$ cat src/rtl/core/hdc_pkg.sv
// ----------------------------------------------------------------------------
// hdc_pkg
// Shared widths, codes and fixed-point constants for the heading controller.
// ----------------------------------------------------------------------------
`timescale 1ns / 1ps
`default_nettype none

package hdc_pkg;

  localparam int HEADING_FRAC_BITS = 6;
  localparam int GAIN_FRAC_BITS    = 20;
  localparam int RATE_FRAC_BITS    = 4;

  localparam int HEADING_W = 24;
  localparam int TURN_W    = 18;
  localparam int TARGET_W  = 25;
  localparam int ERR_W     = 26;
  localparam int RATE_W    = 16;
  localparam int RATE_MAG_W = 17;
  localparam int GAIN_W    = 20;
  localparam int PROD_W    = ERR_W + GAIN_W;
  localparam int TIMEOUT_W = 16;
  localparam int SETTLE_W  = 8;
  localparam int DRIVE_W   = 16;
  localparam int CFG_IDX_W = 2;
  localparam int CFG_DATA_W = 20;

  localparam int PRODUCT_SHIFT = HEADING_FRAC_BITS + GAIN_FRAC_BITS - 15;

  typedef logic signed [HEADING_W-1:0] heading_t;
  typedef logic signed [RATE_W-1:0]    rate_t;
  typedef logic signed [DRIVE_W-1:0]   drive_t;
  typedef logic [CFG_IDX_W-1:0]        cfg_idx_t;
  typedef logic [CFG_DATA_W-1:0]       cfg_data_t;

  // Operation codes.
  localparam logic OP_START = 1'b0;
  localparam logic OP_TICK  = 1'b1;

  // Configuration register indexes.
  localparam cfg_idx_t CFG_TURN_ANGLE    = 2'd0;
  localparam cfg_idx_t CFG_BASE_GAIN     = 2'd1;
  localparam cfg_idx_t CFG_TIMEOUT_TICKS = 2'd2;
  localparam cfg_idx_t CFG_SETTLE_TICKS  = 2'd3;

  // Schedule phases.
  localparam logic [1:0] PHASE_NONE = 2'd0;
  localparam logic [1:0] PHASE_A    = 2'd1;
  localparam logic [1:0] PHASE_B    = 2'd2;
  localparam logic [1:0] PHASE_FINE = 2'd3;

  // Reset values of the registers.
  localparam logic [GAIN_W-1:0]    BASE_GAIN_RST     = GAIN_W'(5243);
  localparam logic [TIMEOUT_W-1:0] TIMEOUT_TICKS_RST = TIMEOUT_W'(250);
  localparam logic [SETTLE_W-1:0]  SETTLE_TICKS_RST  = SETTLE_W'(20);

  // Scheduled gains, rounded to the gain fraction.
  localparam logic [GAIN_W-1:0] GAIN_MID =
    GAIN_W'(((64'd4 << GAIN_FRAC_BITS) + 64'd500) / 64'd1000);
  localparam logic [GAIN_W-1:0] GAIN_FINE =
    GAIN_W'(((64'd1 << GAIN_FRAC_BITS) + 64'd500) / 64'd1000);

  // Heading error bands, in heading units.
  localparam logic [ERR_W-1:0] ERR_3   = ERR_W'(3   << HEADING_FRAC_BITS);
  localparam logic [ERR_W-1:0] ERR_10  = ERR_W'(10  << HEADING_FRAC_BITS);
  localparam logic [ERR_W-1:0] ERR_20  = ERR_W'(20  << HEADING_FRAC_BITS);
  localparam logic [ERR_W-1:0] ERR_60  = ERR_W'(60  << HEADING_FRAC_BITS);
  localparam logic [ERR_W-1:0] ERR_80  = ERR_W'(80  << HEADING_FRAC_BITS);
  localparam logic [ERR_W-1:0] ERR_100 = ERR_W'(100 << HEADING_FRAC_BITS);
  localparam logic [ERR_W-1:0] ERR_180 = ERR_W'(180 << HEADING_FRAC_BITS);

  // Yaw rate bands, in rate units.
  localparam logic [RATE_MAG_W-1:0] RATE_120 = RATE_MAG_W'(120 << RATE_FRAC_BITS);
  localparam logic [RATE_MAG_W-1:0] RATE_210 = RATE_MAG_W'(210 << RATE_FRAC_BITS);
  localparam logic [RATE_MAG_W-1:0] RATE_220 = RATE_MAG_W'(220 << RATE_FRAC_BITS);

  localparam logic [DRIVE_W-1:0] DRIVE_MAX = DRIVE_W'(32767);
  localparam logic [DRIVE_W-1:0] DRIVE_MIN = DRIVE_W'(6226);

  localparam logic [TIMEOUT_W-1:0] TICK_SAT   = '1;
  localparam logic [SETTLE_W-1:0]  SETTLE_SAT = '1;

endpackage

`default_nettype wire

$ cat src/rtl/core/gain_scheduled_heading_controller_core.sv
// ----------------------------------------------------------------------------
// gain_scheduled_heading_controller_core
// Gain-scheduled proportional heading controller with settle and timeout.
// ----------------------------------------------------------------------------
// Usage: the input channel carries one transaction per control event. A start
// transaction captures target = heading + turn_angle and clears the schedule
// phase, settle count and tick count; a tick transaction computes the rotate
// drive from the heading error and yaw rate. Every input transaction yields
// exactly one result transaction (drive, finished, timed_out); a start gives
// a zero drive.
// An accepted transaction is loaded into the input register; when the result
// register can advance, the transaction moves through the gain select, the
// 26x20 multiplier and the clamp into the result register. Throughput is one
// transaction per cycle while the receiver does not stall.
// When the receiver stalls, the result register holds its value and the
// input register fills; in_stall rises only once both are occupied.
// Reset (rst_n low, synchronous) empties both stages, clears the controller
// state and loads the register defaults. The cfg port writes one register
// per cycle; the user must use it only while the block is idle (not enforced).
// ----------------------------------------------------------------------------
`timescale 1ns / 1ps
`default_nettype none

module gain_scheduled_heading_controller_core (
  input  wire logic               clk,
  input  wire logic               rst_n,
  input  wire logic               cfg_we,
  input  wire hdc_pkg::cfg_idx_t  cfg_index,
  input  wire hdc_pkg::cfg_data_t cfg_wdata,
  input  wire logic               in_valid,
  output logic                    in_stall,
  input  wire logic               in_operation,
  input  wire hdc_pkg::heading_t  in_heading,
  input  wire hdc_pkg::rate_t     in_yaw_rate,
  output logic                    out_valid,
  input  wire logic               out_stall,
  output hdc_pkg::drive_t         out_drive,
  output logic                    out_finished,
  output logic                    out_timed_out
);
  import hdc_pkg::*;

  // Configuration registers.
  logic [TURN_W-1:0]    turn_angle_r;
  logic [GAIN_W-1:0]    base_gain_r;
  logic [TIMEOUT_W-1:0] timeout_ticks_r;
  logic [SETTLE_W-1:0]  settle_ticks_r;

  // Controller state.
  logic signed [TARGET_W-1:0] target_r, target_nxt;
  logic [1:0]                 phase_r, phase_nxt;
  logic [SETTLE_W-1:0]        settle_cnt_r, settle_cnt_nxt;
  logic [TIMEOUT_W-1:0]       tick_cnt_r, tick_cnt_nxt;

  // Input register.
  logic     s1_valid_r;
  logic     s1_op_r;
  heading_t s1_heading_r;
  rate_t    s1_rate_r;

  // Result register.
  logic   out_valid_r;
  drive_t out_drive_r, out_drive_nxt;
  logic   out_fin_r, out_fin_nxt;
  logic   out_tout_r, out_tout_nxt;

  logic out_adv, s1_fire, in_fire;

  assign out_adv  = !out_valid_r || !out_stall;
  assign s1_fire  = s1_valid_r && out_adv;
  assign in_stall = s1_valid_r && !out_adv;
  assign in_fire  = in_valid && !in_stall;

  // Datapath signals.
  logic signed [ERR_W-1:0]  err;
  logic [ERR_W-1:0]         abs_err;
  logic signed [RATE_W:0]   rate_ext;
  logic [RATE_MAG_W-1:0]    abs_rate;
  logic [GAIN_W-1:0]        gain;
  logic [PROD_W-1:0]        prod_mag;
  logic [PROD_W-1:0]        prod_sh;
  logic [DRIVE_W-1:0]       mag_clamped;
  logic                     in_band;
  logic [TIMEOUT_W-1:0]     tick_inc;

  assign err = ERR_W'(target_r) - ERR_W'(s1_heading_r);
  assign abs_err = err[ERR_W-1] ? ERR_W'(-err) : ERR_W'(err);
  assign rate_ext = (RATE_W+1)'(s1_rate_r);
  assign abs_rate = rate_ext[RATE_W] ? RATE_MAG_W'(-rate_ext) : RATE_MAG_W'(rate_ext);
  assign in_band = abs_err < ERR_3;

  // Gain schedule, evaluated in priority order; later bands override earlier.
  always_comb begin
    gain      = base_gain_r;
    phase_nxt = phase_r;
    if (!(abs_err < ERR_60 && abs_err > ERR_20 && abs_rate > RATE_210)) begin
      if (abs_err < ERR_180 && abs_err > ERR_100) begin
        gain = GAIN_MID;
      end
      if ((abs_err < ERR_100 && abs_rate > RATE_220) || phase_nxt == PHASE_A) begin
        gain      = GAIN_MID;
        phase_nxt = PHASE_A;
      end
      if ((abs_err < ERR_80 && abs_rate > RATE_120) || phase_nxt == PHASE_B) begin
        gain      = GAIN_MID;
        phase_nxt = PHASE_B;
      end
      if (abs_err < ERR_10) begin
        gain      = GAIN_FINE;
        phase_nxt = PHASE_FINE;
      end
    end
  end

  assign prod_mag = PROD_W'(abs_err) * PROD_W'(gain);
  assign prod_sh  = prod_mag >> PRODUCT_SHIFT;

  always_comb begin
    if (prod_sh > PROD_W'(DRIVE_MAX)) begin
      mag_clamped = DRIVE_MAX;
    end else if (prod_sh < PROD_W'(DRIVE_MIN)) begin
      mag_clamped = DRIVE_MIN;
    end else begin
      mag_clamped = DRIVE_W'(prod_sh);
    end
  end

  assign tick_inc = (tick_cnt_r != TICK_SAT) ? tick_cnt_r + 1'b1 : tick_cnt_r;

  always_comb begin
    target_nxt     = target_r;
    settle_cnt_nxt = settle_cnt_r;
    tick_cnt_nxt   = tick_cnt_r;
    out_drive_nxt  = '0;
    out_fin_nxt    = 1'b0;
    out_tout_nxt   = 1'b0;
    if (s1_op_r == OP_START) begin
      target_nxt     = TARGET_W'(s1_heading_r) + TARGET_W'($signed(turn_angle_r));
      settle_cnt_nxt = '0;
      tick_cnt_nxt   = '0;
    end else begin
      // A positive drive needs a strictly positive product; zero goes negative.
      if (in_band) begin
        out_drive_nxt = '0;
      end else if (!err[ERR_W-1] && err != '0 && gain != '0) begin
        out_drive_nxt = mag_clamped;
      end else begin
        out_drive_nxt = -mag_clamped;
      end
      tick_cnt_nxt = tick_inc;
      if (tick_inc >= timeout_ticks_r) begin
        out_tout_nxt = 1'b1;
        out_fin_nxt  = 1'b1;
      end else begin
        if (in_band) begin
          settle_cnt_nxt = (settle_cnt_r != SETTLE_SAT) ? settle_cnt_r + 1'b1 : settle_cnt_r;
        end else begin
          settle_cnt_nxt = '0;
        end
        out_fin_nxt = settle_cnt_nxt >= settle_ticks_r;
      end
    end
  end

  // Configuration writes.
  always_ff @(posedge clk) begin
    if (!rst_n) begin
      turn_angle_r    <= '0;
      base_gain_r     <= BASE_GAIN_RST;
      timeout_ticks_r <= TIMEOUT_TICKS_RST;
      settle_ticks_r  <= SETTLE_TICKS_RST;
    end else if (cfg_we) begin
      case (cfg_index)
        CFG_TURN_ANGLE:    turn_angle_r    <= cfg_wdata[TURN_W-1:0];
        CFG_BASE_GAIN:     base_gain_r     <= cfg_wdata[GAIN_W-1:0];
        CFG_TIMEOUT_TICKS: timeout_ticks_r <= cfg_wdata[TIMEOUT_W-1:0];
        CFG_SETTLE_TICKS:  settle_ticks_r  <= cfg_wdata[SETTLE_W-1:0];
        default: ;
      endcase
    end
  end

  // Controller state and stage valids.
  always_ff @(posedge clk) begin
    if (!rst_n) begin
      target_r     <= '0;
      phase_r      <= PHASE_NONE;
      settle_cnt_r <= '0;
      tick_cnt_r   <= '0;
      s1_valid_r   <= 1'b0;
      out_valid_r  <= 1'b0;
    end else begin
      if (in_fire) begin
        s1_valid_r <= 1'b1;
      end else if (s1_fire) begin
        s1_valid_r <= 1'b0;
      end
      if (s1_fire) begin
        out_valid_r <= 1'b1;
      end else if (!out_stall) begin
        out_valid_r <= 1'b0;
      end
      if (s1_fire) begin
        target_r     <= target_nxt;
        settle_cnt_r <= settle_cnt_nxt;
        tick_cnt_r   <= tick_cnt_nxt;
        phase_r      <= (s1_op_r == OP_START) ? PHASE_NONE : phase_nxt;
      end
    end
  end

  // Payload registers.
  always_ff @(posedge clk) begin
    if (in_fire) begin
      s1_op_r      <= in_operation;
      s1_heading_r <= in_heading;
      s1_rate_r    <= in_yaw_rate;
    end
    if (s1_fire) begin
      out_drive_r <= out_drive_nxt;
      out_fin_r   <= out_fin_nxt;
      out_tout_r  <= out_tout_nxt;
    end
  end

  assign out_valid     = out_valid_r;
  assign out_drive     = out_drive_r;
  assign out_finished  = out_fin_r;
  assign out_timed_out = out_tout_r;

  // A timeout always reports the transaction as finished.
  a_tout_fin: assert property (@(posedge clk) disable iff (!rst_n)
    out_valid_r && out_tout_r |-> out_fin_r)
    else $error("timed_out without finished");

  // The drive is either zero or at least the minimum magnitude.
  a_drive_min: assert property (@(posedge clk) disable iff (!rst_n)
    out_valid_r |-> (out_drive_r == '0 || out_drive_r >= $signed(DRIVE_MIN) ||
                     out_drive_r <= -$signed(DRIVE_MIN)))
    else $error("drive inside the forbidden magnitude range");

  // The input side only stalls when the input register is occupied.
  a_stall_full: assert property (@(posedge clk) disable iff (!rst_n)
    in_stall |-> s1_valid_r)
    else $error("input stalled with an empty input register");

  // A processed start clears the tick and settle counts and gives a zero, unfinished result.
  a_start_clear: assert property (@(posedge clk) disable iff (!rst_n)
    s1_fire && s1_op_r == OP_START |=> tick_cnt_r == '0 && settle_cnt_r == '0 &&
                                      out_drive_r == '0 && !out_fin_r)
    else $error("start did not clear the controller state");

endmodule

`default_nettype wire
$ cat config.mk
export PLATFORM = sky130hd
export DESIGN_NAME = gain_scheduled_heading_controller_core
export DESIGN_NICKNAME = d
export VERILOG_FILES = /design/src/rtl/core/hdc_pkg.sv /design/src/rtl/core/gain_scheduled_heading_controller_core.sv
export SDC_FILE = /design/constraint.sdc
export NUM_CORES = 2
export LEC_CHECK = 0
export BUFFER_PORTS_ARGS = -buffer_cell sky130_fd_sc_hd__clkbuf_2
export CAP_MARGIN = 10
export CORE_MARGIN = 1.5
export CORE_UTILIZATION = 55
export DETAILED_ROUTE_END_ITERATION = 7
export GPL_TIMING_DRIVEN = 1
export PLACE_DENSITY = 0.85
export SYNTH_ARGS = -nofsm -noshare
export SYNTH_HDL_FRONTEND = slang
export SYNTH_SLANG_ARGS = --single-unit
$ cat constraint.sdc
create_clock -name clk -period 14.9 [get_ports clk]
set_input_delay 2.235 -clock clk [delete_from_list [all_inputs] [get_ports clk]]
set_output_delay 2.235 -clock clk [all_outputs]
set_load 0.02 [all_outputs]
==> metrics.txt <==
status=completed; Yosys top cell area share=28.24%; post-synth cell types=103; Final min period=14.58 ns; Die Ht=roughly 240 um; Final GP Congestion=approximately 1.1; vias in the first global route=27840; worst-margin pin slew=1.148 ns; most common cell after layout, fill and taps aside=inv_1; vias=28300; Syn Inst Count=between 3000 and 4000; Die X=238.2 um; depth of the worst register-to-register path=between 50 and 60; Slew Limit Fails=0; die area=roughly 57000 sq um; CTS H-tree lvls=4; final wirelength=94.94 mm; DP Area=32490 sq um; Seq cells post-synth=174; Worst Hold Launch=settle_ticks_r[1]; total CTS buffers=17; Worst Hold End=settle_ticks_r[1]; Final period util=between 90% and 100%; clock sink total=174; Root Buffer=clkbuf_16; IO Pins=between 80 and 90; Critical Path Sink Type=flop; grt total ovfl=0; worst slack, placed=-0.1463 ns; Port Buffers=87; Hold Fails Final Rpt=0; final net count=4615; Post-synth EDFFs=59; Register Area=a little over 4000 sq um; Synth-to-Final Area Change=11.04%; Syn Area/Cell=8.076 sq um; Synthesized Nets=4495; Final WS setup=0.3246 ns; Crit Reg-Reg Endpoint=out_drive[6]; post-synth top area cell=fa_1; post-synthesis sequential area ratio=between 10% and 20%; diodes inserted=0; layout cells sized above 1=11.87%; Async SR Flop Fraction=0%; final antenna-violating net count=0; vias per cell=6.149; antenna violations before repair=1; RR Startpoint=s1_heading_r[0]; HP Class=reg2reg; post-route cell area=33770 sq um; R2R Setup Slk=0.32 ns; CP most frequent cell=fa_1; Hold Path Cell Cnt=2; Pre-antenna DRT Iters=7; Critical Path Fanout Max=6; synth warn=0; Total GRT Usage=33.65%; DP Wirelength=about 75 mm; Cell Count, Final, Fillers Out=4603; DR iter-0 viols=between 2000 and 3000; number of placed instances, taps included=roughly 4500; latest clock arrival within the worst-skew pair=0.46 ns; Synth Flop Type=dfxtp_1; CTS max path bufs=2; Slew HR=23.33%; CP Data Required Time=15.23 ns; FP Rows=86; Fin Hold WS=0.4670 ns; CP peak stage delay=0.63 ns; largest net degree at the start of global routing=91; Max-Cap Viols=0; Arrival @ worst endpoint=between 10 and 15 ns; fmax=between 0.06 and 0.07 GHz; commonest non-fill, non-tap cells in the layout=605 x inv_1, 582 x nand2_1, 428 x fa_1; CTS tree=built; Worst Setup Path Type=reg2reg; first-pass GRT wire length=roughly 150 mm; Core ar.=54880 sq um; area of the mapped netlist=30410 sq um; CTS hold repair buffers=0; skew final=0.01649 ns; Crit-path slowest cell=or4_4; CTS clk-pin slew, worst paths=0.07 ns; WL per Instance=20.63 um; CP Launch Type=flop; DRC violation count after routing=0; Starting Density=55.42%; fill count=4520; area of the multi-input gates=roughly 24000 sq um; ranking of synthesized cells by area=fa_1 28%, ha_1 9.5%, dfxtp_1 7.6%; final setup fails=0
==> sequential cells by signal (all words and copies together) (netlist names) <==
name             cells
s1_op_r              1
settle_ticks_r       8
s1_rate_r           16
tick_cnt_r          16
out_timed_out        1
timeout_ticks_r     16
s1_valid_r           1
out_drive           16
turn_angle_r        18
target_r            25
out_valid            1
settle_cnt_r         8
out_finished         1
s1_heading_r        24
base_gain_r         20
phase_r              2
==> cell type report <==
class	instances	area share (%)
clock inverter	14	0.4965
tap	704	2.608
timing repair buffer	289	6.095
inverter	606	6.736
clock buffer	18	1.334
multi-input combinational	2798	70.67
sequential	174	12.06
==> stage by stage <==
stage          utilization [%]  TNS, ns
3_3_place_gp             59.20        0
4_1_cts                  60.34        0
3_5_place_dp             59.20  -0.3692
2_1_floorplan                -        0
6_report                 61.54        0
5_1_grt                  61.54  -0.4346
==> cells in the mapped netlist, types with 15 or more instances <==
cell,n
nand2_1,595
nor2_1,295
a21oi_1,135
edfxtp_1,59
xor2_1,32
inv_1,605
nor4_1,22
and2_1,46
nand2b_1,34
nand3_1,74
ha_1,232
or3_1,26
a21o_1,71
a21boi_0,64
fa_1,429
dfxtp_1,115
a31oi_1,28
o211ai_1,37
xnor2_1,57
nor2b_1,46
clkbuf_1,175
a22oi_1,22
and3_1,52
nor3_1,52
or2_2,16
nand4_1,34
o21ai_0,110
a211oi_1,24
o31ai_1,15
==> worst max-delay path by stage <==
stage | end | startpoint | cells past startpoint | slack (ns)
3_3_place_gp | out_drive[12] | s1_heading_r[0] | 53 | 0.13
4_1_cts | out_drive[12] | s1_heading_r[0] | 50 | 0.02
5_1_grt | out_drive[12] | s1_heading_r[0] | 56 | -0.16
6_report | out_drive[6] | s1_heading_r[0] | 51 | 0.32
3_5_place_dp | out_drive[12] | s1_heading_r[0] | 50 | -0.15
2_1_floorplan | out_drive[12] | s1_heading_r[0] | 60 | 0.004
==> layer usage <==
layer  GRT usage (%)  share of wire, %  vias to the layer above
met4           16.17               5.9                        2
met1           44.17                38                    13650
li1                -                 -                    12550
met5               0             0.017                        -
met2           53.22                45                     1701
met3           6.918                11                      394
==> logic make-up after synthesis <==
group | share of synthesized area (%)
AO/OA/AOI/OAI | 15.10
AND/OR/NAND/NOR | 20.72
buffers and inverters | 9.857
flip-flops | 13.40
multiplexers | 0.5801
adder cells (fa/ha/maj) | 37.78
XOR/XNOR | 2.563
==> worst max-delay path: cells and delay by family (launching register included) <==
family	cells	cell delay [ns]
and+or+nand+nor	17	4.63
DFF	1	0.40
buffers and inverters	10	1.30
AOI/OAI and AO/OA	13	3.17
adders and majority gates	11	4.92
==> timing repair <==
action | in CTS | in global routing
buffers inserted | 0 | 20
pin swaps | 1 | 34
gates cloned | 0 | 3
setup endpoints to repair | 4 | 8
gates resized for setup | 3 | 116
Power is not shown: default switching activity piles up to over one toggle a cycle in this logic, so the estimate is an artifact.
